`src/sv/easter_feast_date_calc_top_defines.svh`:
```
// assertion macros for the feast date calculator
`ifndef EASTER_FEAST_DATE_CALC_TOP_DEFINES_SVH
`define EASTER_FEAST_DATE_CALC_TOP_DEFINES_SVH

// same-cycle implication, sampled on i_clk, off while i_rst_n is low
`define EFDC_ASSERT_NOW(lbl, ante, cons, msg) \
    lbl: assert property (@(posedge i_clk) disable iff (!i_rst_n) (ante) |-> (cons)) \
        else $error(msg);

// next-cycle implication, sampled on i_clk, off while i_rst_n is low
`define EFDC_ASSERT_NEXT(lbl, ante, cons, msg) \
    lbl: assert property (@(posedge i_clk) disable iff (!i_rst_n) (ante) |=> (cons)) \
        else $error(msg);

`endif

```
`src/sv/efdc_pkg.sv`:
```
// shared types, constants and helper functions of the feast date calculator
package efdc_pkg;

    localparam int YEAR_W = 16;
    localparam int OP_W   = 3;
    localparam int DAY_W  = 5;
    localparam int MON_W  = 4;

    // pipeline stage indices
    localparam int ST_IN   = 0;
    localparam int ST_DIV  = 1;
    localparam int ST_REM  = 2;
    localparam int ST_G    = 3;
    localparam int ST_X    = 4;
    localparam int ST_H    = 5;
    localparam int ST_L    = 6;
    localparam int ST_BASE = 7;
    localparam int ST_DOY  = 8;
    localparam int ST_OUT  = 9;
    localparam int NSTG    = 10;

    typedef struct packed {
        logic [NSTG-1:0] en;
    } t_pipe_ctl;

    // feast selectors
    localparam logic [OP_W-1:0] OP_EASTER      = 3'd0;
    localparam logic [OP_W-1:0] OP_CARNIVAL    = 3'd1;
    localparam logic [OP_W-1:0] OP_GOOD_FRIDAY = 3'd2;
    localparam logic [OP_W-1:0] OP_ASCENSION   = 3'd3;
    localparam logic [OP_W-1:0] OP_WHITSUN     = 3'd4;

    // months
    localparam logic [MON_W-1:0] MON_JAN = 4'd1;
    localparam logic [MON_W-1:0] MON_FEB = 4'd2;
    localparam logic [MON_W-1:0] MON_MAR = 4'd3;
    localparam logic [MON_W-1:0] MON_APR = 4'd4;
    localparam logic [MON_W-1:0] MON_MAY = 4'd5;
    localparam logic [MON_W-1:0] MON_JUN = 4'd6;
    localparam logic [MON_W-1:0] MON_JUL = 4'd7;
    localparam logic [MON_W-1:0] MON_SEP = 4'd9;
    localparam logic [MON_W-1:0] MON_NOV = 4'd11;

    // last day of year of each month from january to june in a common year
    localparam logic [7:0] CUM_JAN = 8'd31;
    localparam logic [7:0] CUM_FEB = 8'd59;
    localparam logic [7:0] CUM_MAR = 8'd90;
    localparam logic [7:0] CUM_APR = 8'd120;
    localparam logic [7:0] CUM_MAY = 8'd151;
    localparam logic [7:0] CUM_JUN = 8'd181;

    // reciprocals for constant division, quotient = (x * rcp) >> sh
    localparam logic [16:0] RCP_100 = 17'd83887;
    localparam int          SH_100  = 23;
    localparam logic [15:0] RCP_19  = 16'd55189;
    localparam int          SH_19   = 20;
    localparam logic [9:0]  RCP_25  = 10'd656;
    localparam int          SH_25   = 14;
    localparam logic [9:0]  RCP_3   = 10'd683;
    localparam int          SH_3    = 11;
    localparam logic [10:0] RCP_30  = 11'd1093;
    localparam int          SH_30   = 15;

    localparam int  CARNIVAL_SPAN = 2;

    // remainder by 7 of a 7-bit value by folding octal digits (8 = 1 mod 7)
    function automatic logic [2:0] mod7(input logic [6:0] v);
        logic [3:0] s1;
        logic [3:0] s2;
        logic [3:0] r;
        s1 = {3'b000, v[6]} + {1'b0, v[5:3]} + {1'b0, v[2:0]};
        s2 = {3'b000, s1[3]} + {1'b0, s1[2:0]};
        r  = (s2 >= 4'd7) ? (s2 - 4'd7) : s2;
        return r[2:0];
    endfunction

    // day offset of a feast from easter sunday
    function automatic logic signed [6:0] feast_ofs(input logic [OP_W-1:0] op);
        logic signed [6:0] o;
        case (op)
            OP_CARNIVAL: begin
                o = -7'sd49;
            end
            OP_GOOD_FRIDAY: begin
                o = -7'sd2;
            end
            OP_ASCENSION: begin
                o = 7'sd39;
            end
            OP_WHITSUN: begin
                o = 7'sd49;
            end
            default: begin
                o = 7'sd0;
            end
        endcase
        return o;
    endfunction

    function automatic logic [DAY_W-1:0] month_len(input logic [MON_W-1:0] mm,
                                                   input logic leap);
        logic [DAY_W-1:0] n;
        if (mm == MON_FEB) begin
            n = 5'd28 + {4'b0000, leap};
        end else if (mm inside {MON_APR, MON_JUN, MON_SEP, MON_NOV}) begin
            n = 5'd30;
        end else begin
            n = 5'd31;
        end
        return n;
    endfunction

endpackage

```
`src/sv/efdc_cmpt.sv`:
```
// computus pipeline: year to easter month flag, easter day and leap flag
module efdc_cmpt (
    input  logic                        i_clk,
    input  efdc_pkg::t_pipe_ctl         i_ctl,
    input  logic [efdc_pkg::YEAR_W-1:0] i_year,
    input  logic [efdc_pkg::OP_W-1:0]   i_op,
    output logic                        o_apr,
    output logic [efdc_pkg::DAY_W-1:0]  o_eday,
    output logic                        o_leap,
    output logic [efdc_pkg::OP_W-1:0]   o_op
);
    import efdc_pkg::*;

    // stage 1: century and cycle quotients
    logic [32:0] p100;
    logic [31:0] p19;
    logic [YEAR_W-1:0] r1_year;
    logic [9:0]  r1_b;
    logic [11:0] r1_q19;
    logic [OP_W-1:0] r1_op;

    assign p100 = 33'(i_year) * 33'(RCP_100);
    assign p19  = 32'(i_year) * 32'(RCP_19);

    always_ff @(posedge i_clk) begin
        if (i_ctl.en[ST_DIV]) begin
            r1_year <= i_year;
            r1_b    <= p100[SH_100 +: 10];
            r1_q19  <= p19[SH_19 +: 12];
            r1_op   <= i_op;
        end
    end

    // stage 2: remainders and f
    logic [16:0] t100;
    logic [16:0] t19;
    logic [9:0]  bf;
    logic [19:0] pf;
    logic [4:0]  r2_a;
    logic [9:0]  r2_b;
    logic [6:0]  r2_c;
    logic [4:0]  r2_f;
    logic [OP_W-1:0] r2_op;

    assign t100 = {1'b0, r1_year} - 17'(r1_b) * 17'd100;
    assign t19  = {1'b0, r1_year} - 17'(r1_q19) * 17'd19;
    assign bf   = r1_b + 10'd8;
    assign pf   = 20'(bf) * 20'(RCP_25);

    always_ff @(posedge i_clk) begin
        if (i_ctl.en[ST_REM]) begin
            r2_a  <= t19[4:0];
            r2_b  <= r1_b;
            r2_c  <= t100[6:0];
            r2_f  <= pf[SH_25 +: 5];
            r2_op <= r1_op;
        end
    end

    // stage 3: g, leap year, c split
    logic [9:0]  gn;
    logic [20:0] pg;
    logic        leap;
    logic [4:0]  r3_a;
    logic [9:0]  r3_b;
    logic [7:0]  r3_g;
    logic [4:0]  r3_i;
    logic [1:0]  r3_k;
    logic        r3_leap;
    logic [OP_W-1:0] r3_op;

    assign gn   = r2_b - 10'(r2_f) + 10'd1;
    assign pg   = 21'(gn) * 21'(RCP_3);
    // divisible by 4, and not a century unless the century is divisible by 4
    assign leap = (r2_c[1:0] == 2'b00) && ((r2_c != 7'd0) || (r2_b[1:0] == 2'b00));

    always_ff @(posedge i_clk) begin
        if (i_ctl.en[ST_G]) begin
            r3_a    <= r2_a;
            r3_b    <= r2_b;
            r3_g    <= pg[SH_3 +: 8];
            r3_i    <= r2_c[6:2];
            r3_k    <= r2_c[1:0];
            r3_leap <= leap;
            r3_op   <= r2_op;
        end
    end

    // stage 4: epact sum and its quotient by 30
    logic [10:0] xs;
    logic [20:0] px;
    logic [9:0]  r4_x;
    logic [5:0]  r4_qx;
    logic [4:0]  r4_a;
    logic [1:0]  r4_e;
    logic [4:0]  r4_i;
    logic [1:0]  r4_k;
    logic        r4_leap;
    logic [OP_W-1:0] r4_op;

    assign xs = 11'(r3_a) * 11'd19 + 11'(r3_b) - 11'(r3_b[9:2]) - 11'(r3_g) + 11'd15;
    assign px = 21'(xs[9:0]) * 21'(RCP_30);

    always_ff @(posedge i_clk) begin
        if (i_ctl.en[ST_X]) begin
            r4_x    <= xs[9:0];
            r4_qx   <= px[SH_30 +: 6];
            r4_a    <= r3_a;
            r4_e    <= r3_b[1:0];
            r4_i    <= r3_i;
            r4_k    <= r3_k;
            r4_leap <= r3_leap;
            r4_op   <= r3_op;
        end
    end

    // stage 5: h and the weekday sum
    logic [9:0] hx;
    logic [7:0] vs;
    logic [4:0] r5_h;
    logic [6:0] r5_v;
    logic [4:0] r5_a;
    logic       r5_leap;
    logic [OP_W-1:0] r5_op;

    assign hx = r4_x - 10'(r4_qx) * 10'd30;
    assign vs = 8'd32 + 8'({r4_e, 1'b0}) + 8'({r4_i, 1'b0}) - 8'(hx[4:0]) - 8'(r4_k);

    always_ff @(posedge i_clk) begin
        if (i_ctl.en[ST_H]) begin
            r5_h    <= hx[4:0];
            r5_v    <= vs[6:0];
            r5_a    <= r4_a;
            r5_leap <= r4_leap;
            r5_op   <= r4_op;
        end
    end

    // stage 6: l
    logic [4:0] r6_h;
    logic [2:0] r6_l;
    logic [4:0] r6_a;
    logic       r6_leap;
    logic [OP_W-1:0] r6_op;

    always_ff @(posedge i_clk) begin
        if (i_ctl.en[ST_L]) begin
            r6_h    <= r5_h;
            r6_l    <= mod7(r5_v);
            r6_a    <= r5_a;
            r6_leap <= r5_leap;
            r6_op   <= r5_op;
        end
    end

    // stage 7: correction m, easter month and day
    logic [9:0] ms;
    logic       mc;
    logic [7:0] base;
    logic       apr;
    logic [7:0] eday;
    logic       r7_apr;
    logic [DAY_W-1:0] r7_eday;
    logic       r7_leap;
    logic [OP_W-1:0] r7_op;

    assign ms   = 10'(r6_a) + 10'(r6_h) * 10'd11 + 10'(r6_l) * 10'd22;
    assign mc   = (ms >= 10'd451);
    assign base = 8'(r6_h) + 8'(r6_l) + 8'd114 - (mc ? 8'd7 : 8'd0);
    assign apr  = (base >= 8'd124);
    assign eday = apr ? (base - 8'd123) : (base - 8'd92);

    always_ff @(posedge i_clk) begin
        if (i_ctl.en[ST_BASE]) begin
            r7_apr  <= apr;
            r7_eday <= eday[DAY_W-1:0];
            r7_leap <= r6_leap;
            r7_op   <= r6_op;
        end
    end

    assign o_apr  = r7_apr;
    assign o_eday = r7_eday;
    assign o_leap = r7_leap;
    assign o_op   = r7_op;

endmodule

```
`src/sv/efdc_date.sv`:
```
// date stages: easter plus feast offset to day of year, then back to day and month
module efdc_date (
    input  logic                        i_clk,
    input  efdc_pkg::t_pipe_ctl         i_ctl,
    input  logic                        i_apr,
    input  logic [efdc_pkg::DAY_W-1:0]  i_eday,
    input  logic                        i_leap,
    input  logic [efdc_pkg::OP_W-1:0]   i_op,
    output logic [efdc_pkg::DAY_W-1:0]  o_day,
    output logic [efdc_pkg::MON_W-1:0]  o_month_num,
    output logic [efdc_pkg::DAY_W-1:0]  o_end_day,
    output logic [efdc_pkg::MON_W-1:0]  o_end_month
);
    import efdc_pkg::*;

    // day of year of the feast
    logic signed [9:0] doy_s;
    logic [7:0] r8_doy;
    logic       r8_leap;
    logic [OP_W-1:0] r8_op;

    assign doy_s = $signed({5'b00000, i_eday}) + $signed(10'(CUM_FEB))
                 + $signed({9'b0, i_leap}) + (i_apr ? 10'sd31 : 10'sd0)
                 + 10'(feast_ofs(i_op));

    always_ff @(posedge i_clk) begin
        if (i_ctl.en[ST_DOY]) begin
            r8_doy  <= doy_s[7:0];
            r8_leap <= i_leap;
            r8_op   <= i_op;
        end
    end

    // month search over cumulative month ends
    logic [7:0] lp;
    logic [7:0] dd8;
    logic [MON_W-1:0] mm;
    logic [DAY_W-1:0] mlen;
    logic [5:0] ed6;
    logic [5:0] edw;
    logic [DAY_W-1:0] n_end_day;
    logic [MON_W-1:0] n_end_month;
    logic [DAY_W-1:0] r9_day;
    logic [MON_W-1:0] r9_month;
    logic [DAY_W-1:0] r9_end_day;
    logic [MON_W-1:0] r9_end_month;

    assign lp = 8'(r8_leap);

    always_comb begin
        if (r8_doy <= CUM_JAN) begin
            mm  = MON_JAN;
            dd8 = r8_doy;
        end else if (r8_doy <= CUM_FEB + lp) begin
            mm  = MON_FEB;
            dd8 = r8_doy - CUM_JAN;
        end else if (r8_doy <= CUM_MAR + lp) begin
            mm  = MON_MAR;
            dd8 = r8_doy - CUM_FEB - lp;
        end else if (r8_doy <= CUM_APR + lp) begin
            mm  = MON_APR;
            dd8 = r8_doy - CUM_MAR - lp;
        end else if (r8_doy <= CUM_MAY + lp) begin
            mm  = MON_MAY;
            dd8 = r8_doy - CUM_APR - lp;
        end else if (r8_doy <= CUM_JUN + lp) begin
            mm  = MON_JUN;
            dd8 = r8_doy - CUM_MAY - lp;
        end else begin
            mm  = MON_JUL;
            dd8 = r8_doy - CUM_JUN - lp;
        end
    end

    // carnival end date, two days on, may roll into the next month
    assign mlen = month_len(mm, r8_leap);
    assign ed6  = 6'(dd8[DAY_W-1:0]) + 6'(CARNIVAL_SPAN);
    assign edw  = ed6 - 6'(mlen);

    always_comb begin
        n_end_day   = dd8[DAY_W-1:0];
        n_end_month = mm;
        if (r8_op == OP_CARNIVAL) begin
            if (ed6 > 6'(mlen)) begin
                n_end_day   = edw[DAY_W-1:0];
                n_end_month = mm + 4'd1;
            end else begin
                n_end_day   = ed6[DAY_W-1:0];
            end
        end
    end

    always_ff @(posedge i_clk) begin
        if (i_ctl.en[ST_OUT]) begin
            r9_day       <= dd8[DAY_W-1:0];
            r9_month     <= mm;
            r9_end_day   <= n_end_day;
            r9_end_month <= n_end_month;
        end
    end

    assign o_day       = r9_day;
    assign o_month_num = r9_month;
    assign o_end_day   = r9_end_day;
    assign o_end_month = r9_end_month;

endmodule

```
`src/sv/easter_feast_date_calc_top.sv`:
```
// top level of the feast date calculator: handshake control, input register, datapath
//
//  channel   dir   handshake            payload
//  request   in    i_valid / o_stall    i_year[15:0], i_op[2:0]
//  result    out   o_valid / i_stall    o_day[4:0], o_month_num[3:0],
//                                       o_end_day[4:0], o_end_month[3:0]
//
//  one request per cycle sustained while i_stall stays low
//  ten-register pipeline: input register, seven computus stages, two date stages
//  i_rst_n is synchronous and clears only the stage valid bits
//  a stage holds its request while the stage after it is full and held
//  o_stall rises only when all ten stages are full and i_stall holds the output
module easter_feast_date_calc_top (
    input  logic                        i_clk,
    input  logic                        i_rst_n,
    input  logic                        i_valid,
    output logic                        o_stall,
    input  logic [efdc_pkg::YEAR_W-1:0] i_year,
    input  logic [efdc_pkg::OP_W-1:0]   i_op,
    output logic                        o_valid,
    input  logic                        i_stall,
    output logic [efdc_pkg::DAY_W-1:0]  o_day,
    output logic [efdc_pkg::MON_W-1:0]  o_month_num,
    output logic [efdc_pkg::DAY_W-1:0]  o_end_day,
    output logic [efdc_pkg::MON_W-1:0]  o_end_month
);
    import efdc_pkg::*;

    `include "easter_feast_date_calc_top_defines.svh"

    // one valid bit per stage
    logic [NSTG-1:0] r_vld;
    logic [NSTG-1:0] n_vld;
    logic [NSTG-1:0] stg_en;
    t_pipe_ctl       ctl;

    // input register
    logic [YEAR_W-1:0] r_year;
    logic [OP_W-1:0]   r_op;

    // cmpt to date handoff
    logic              apr;
    logic [DAY_W-1:0]  eday;
    logic              leap;
    logic [OP_W-1:0]   op7;

    // result date lies in the window every feast can reach
    logic              res_date_ok;

    // a stage may load when it is empty or when its own request moves on
    always_comb begin
        stg_en[ST_OUT] = !r_vld[ST_OUT] || !i_stall;
        for (int k = NSTG - 2; k >= 0; k--) begin
            stg_en[k] = !r_vld[k] || stg_en[k+1];
        end
    end

    // valid bits shift with the enables, bubbles collapse
    always_comb begin
        n_vld = r_vld;
        if (stg_en[ST_IN]) begin
            n_vld[ST_IN] = i_valid;
        end
        for (int k = 1; k < NSTG; k++) begin
            if (stg_en[k]) begin
                n_vld[k] = r_vld[k-1];
            end
        end
    end

    always_ff @(posedge i_clk) begin
        if (!i_rst_n) begin
            r_vld <= '0;
        end else begin
            r_vld <= n_vld;
        end
    end

    // request capture, no reset on payload
    always_ff @(posedge i_clk) begin
        if (stg_en[ST_IN]) begin
            r_year <= i_year;
            r_op   <= i_op;
        end
    end

    assign ctl.en  = stg_en;
    assign o_stall = !stg_en[ST_IN];
    assign o_valid = r_vld[ST_OUT];

    // easter sunday of the year
    efdc_cmpt u_cmpt (
        .i_clk  (i_clk),
        .i_ctl  (ctl),
        .i_year (r_year),
        .i_op   (r_op),
        .o_apr  (apr),
        .o_eday (eday),
        .o_leap (leap),
        .o_op   (op7)
    );

    // feast offset and calendar conversion, ends in the result register
    efdc_date u_date (
        .i_clk       (i_clk),
        .i_ctl       (ctl),
        .i_apr       (apr),
        .i_eday      (eday),
        .i_leap      (leap),
        .i_op        (op7),
        .o_day       (o_day),
        .o_month_num (o_month_num),
        .o_end_day   (o_end_day),
        .o_end_month (o_end_month)
    );

    assign res_date_ok = (o_month_num >= MON_FEB) && (o_month_num <= MON_JUN)
                       && (o_day != 5'd0);

    // input is held off only when every stage holds a request
    `EFDC_ASSERT_NOW(a_stall_full, o_stall, &r_vld, "request stalled with a free stage")
    // feasts fall between february and june
    `EFDC_ASSERT_NOW(a_month_range, o_valid, res_date_ok, "result date out of range")
    // end date is in the same month or the next one
    `EFDC_ASSERT_NOW(a_end_month, o_valid, (o_end_month == o_month_num) || (o_end_month == o_month_num + 4'd1), "end month out of range")
    // a taken result is replaced at once by a waiting one
    `EFDC_ASSERT_NEXT(a_refill, o_valid && !i_stall && r_vld[ST_DOY], o_valid, "result register not refilled")

endmodule
```
`config.mk`:
```
export PLATFORM = sky130hd
export DESIGN_NAME = easter_feast_date_calc_top
export DESIGN_NICKNAME = d
export VERILOG_FILES = /design/src/sv/efdc_pkg.sv /design/src/sv/efdc_cmpt.sv /design/src/sv/efdc_date.sv /design/src/sv/easter_feast_date_calc_top.sv
export VERILOG_INCLUDE_DIRS = /design/src /design/src/sv
export SDC_FILE = /design/constraint.sdc
export NUM_CORES = 1
export LEC_CHECK = 0
export BUFFER_PORTS_ARGS = -buffer_cell sky130_fd_sc_hd__clkbuf_2
export CORE_ASPECT_RATIO = 1.4
export CORE_UTILIZATION = 40
export CTS_CLUSTER_SIZE = 25
export DETAILED_ROUTE_END_ITERATION = 12
export GPL_TIMING_DRIVEN = 0
export MAX_ROUTING_LAYER = met4
export PLACE_DENSITY_LB_ADDON = 0.12
export RECOVER_POWER = 25
export SYNTH_ARGS = -nofsm -noshare
export SYNTH_HDL_FRONTEND = slang
export SYNTH_SLANG_ARGS = --single-unit
```
`constraint.sdc`:
```
create_clock -name i_clk -period 8.5 [get_ports i_clk]
set_input_delay 1.7 -clock i_clk [delete_from_list [all_inputs] [get_ports i_clk]]
set_output_delay 1.7 -clock i_clk [all_outputs]
set_load 0.05 [all_outputs]
```
==> metrics <==
number of global-route vias before repair approximately 16k; DRT iter0 DRCs about 330; largest cells by area after synthesis edfxtp_1 (26%), ha_1 (26%), fa_1 (22%); first-pass GRT wire length approximately 79000 um; Detail Route Antenna Nets 0; Core Box Area ~60000 sq um; crit-path max FO 5; Synth Register Bits approximately 220; worst clock skew roughly 28 ps; critical path's slowest cell fa_1; most frequent cells in the layout ha_1 (501), inv_1 (495), fa_1 (270), edfxtp_1 (212), xnor2_1 (95); share of the synthesized area in the top cell type approximately a quarter; Synth cell types 86; met2 Use GR 31.97%; largest net degree at the start of global routing 35; top_reg_cell synth edfxtp_1; CTS resizes 0; Total Routing Usage GR roughly 17%; placer congestion estimate about 0.9; maxcap violations 0; Rows between 100 and 150; CTS root buffer clkbuf_16; I/O Buffers 40; busiest grt layer met2; Pre-Repair DR Iteration Count 4; fmax about 0.13 GHz; setup repair bufs after CTS 0; r2r setup slk roughly 900 ps; Hold Path Class reg2reg; cell mode on critical path a21oi_1; # IOs between 40 and 50; grt met3 use 1.308%; WP data required 8790 ps; nets just under 3k; critical setup path kind reg2reg; initial antenna violation count 0; clock slew at reported path FFs about 60 ps; dpl hpwl 40260 um; crit share post-route 89.58%; Mapped Avg Cell Area around 12 sq um; Clock Sink Count roughly 220; Worst Tran Pin Value 1192 ps; final hold vios 0; GRT overflow 0; RSZ-0062 raised after global routing no; CTS buffer count 28; total die area around 60000 sq um; ys async rst share 0%; Mapped Area roughly 24000 sq um; Vias/cell about 4.9; Critical Path AT between 7000 and 8000 ps; Die Y ~290 um; Startpoint Class flop; met1 Use GR a little under a fifth; starting density of the core approximately 41%; Post-Syn Nets about 2.9k; Yosys warning count 0; DR DRC count 0; Max Root-Sink Buffers 3; relative max-transition margin about 20%; number of H-tree levels 1; status completed; Clock Latency Late Sink roughly 570 ps; setup_tns 0 ps; WL final about 47000 um; fraction of layout cells with a size suffix above 1 about 6.2%; Synth Instances around 2.1k; Die Wd roughly 210 um; Hold WS approximately 420 ps; Area growth syn-to-layout 8.933%; Setup violations, final 0; Crit. End Element flop; vias after detailed routing around 14k; wire per inst between 15 and 20 um; largest area contributor in the netlist edfxtp_1; Seq/Total Area, Yosys 27.16%; critical path's largest stage delay ~550 ps; Core Util, Final 44.12%; Final Max Slew Viols 0; commonest non-fill, non-tap cell in the layout ha_1; CTS tree built; crit path time final 7614 ps; number of synthesized flops with an enable pin about 210; n_diodes 0; Post-CTS Hold Fix Bufs 0
==> kinds of logic (layout without fill, tap and decap cells) <==
kind of cell,Yosys count,count (layout),synth area share [%]
multiplexers,11,11,0.5176
AO/OA/AOI/OAI,237,237,6.791
AND/OR/NAND/NOR,198,198,4.461
other,1,1,0.01551
flip-flops,222,222,27.16
adder cells (fa/ha/maj),771,771,48.29
buffers and inverters,510,602,8.090
XOR/XNOR,129,129,4.674
==> metal layers <==
metal  wire length (um)  vias up  part of all wire (%)
met2              26140      141                    55
met5                  0        -                     0
met3                810       75                   1.7
li1                   -     7076                     -
met1              18980     7162                    40
met4               1351        0                   2.9
==> cells in the mapped netlist (3+ instances only) <==
cell type	count
nand3b_1	4
o21a_1	18
a211oi_1	3
buf_2	5
ha_1	501
o221ai_1	3
o31ai_1	7
a41o_1	4
a21o_1	39
nor2_1	45
or2_2	4
inv_1	495
dfxtp_1	10
buf_6	3
o21bai_1	17
o21ai_0	25
nand4_1	6
a21oi_1	75
a31oi_1	4
nor3_1	21
nand2_1	34
and3_1	9
fa_1	270
and2_1	5
xnor2_1	95
or3_1	5
nand3_1	17
edfxtp_1	212
nand2b_1	9
nor2b_1	16
mux2i_1	5
xor2_1	34
nor4_1	5
mux2_2	4
a31o_2	3
==> sequential cells by signal, indices dropped and copies added, names as in the netlist, 7 cells and up <==
register,count
r_vld,10
r_year,16
u_cmpt.r1_b,10
u_cmpt.r1_year,7
u_cmpt.r2_b,10
u_cmpt.r2_c,7
u_cmpt.r3_b,10
u_cmpt.r3_g,8
u_cmpt.r5_v,7
u_date.r8_doy,8
==> worst paths after layout <==
kind,from,endpoint,depth (start not counted)
max,u_cmpt.r6_l[1],u_cmpt.o_eday[4],29
min,u_cmpt.r5_leap,u_cmpt.r6_leap,0
min reg2reg,u_cmpt.r5_leap,u_cmpt.r6_leap,0
max reg2reg,u_cmpt.r6_l[1],u_cmpt.o_eday[4],29
==> metrics by stage <==
| step | instances | worst slack, ps | area, sq um |
|---|---|---|---|
| global route | 2927 | 228.1 | 26330 |
| floorplan | 2079 | 1658 | 24170 |
| global placement | 2875 | 942.3 | 25320 |
| detailed placement | 2875 | 804.2 | 25320 |
| CTS | 2927 | 800.8 | 26330 |
| finish | 2927 | 885.9 | 26330 |
==> layout make-up <==
cell class              count  area (sq um)
inverters                 498          1874
well taps                 756         945.9
clock buffers              30         708.2
clock inverters            22         302.8
flip-flops and latches    222          6566
fillers                  5663         33350
repair buffers             40         200.2
multi-input cells        1347         15660
plain buffers              12         81.33
==> critical path, delay by kind of cell (launching register included) <==
family / cells / cell delay, ps
AO/OA/AOI/OAI: 12 / 2470
buffers and inverters: 4 / 280
flip-flops: 1 / 500
XOR/XNOR: 1 / 90
AND/OR/NAND/NOR: 2 / 220
adder cells (fa/ha/maj): 10 / 3790
Power is left out: the tool's default activity adds up to more than one toggle a clock period on the data nets, which glitch-free logic cannot reach.
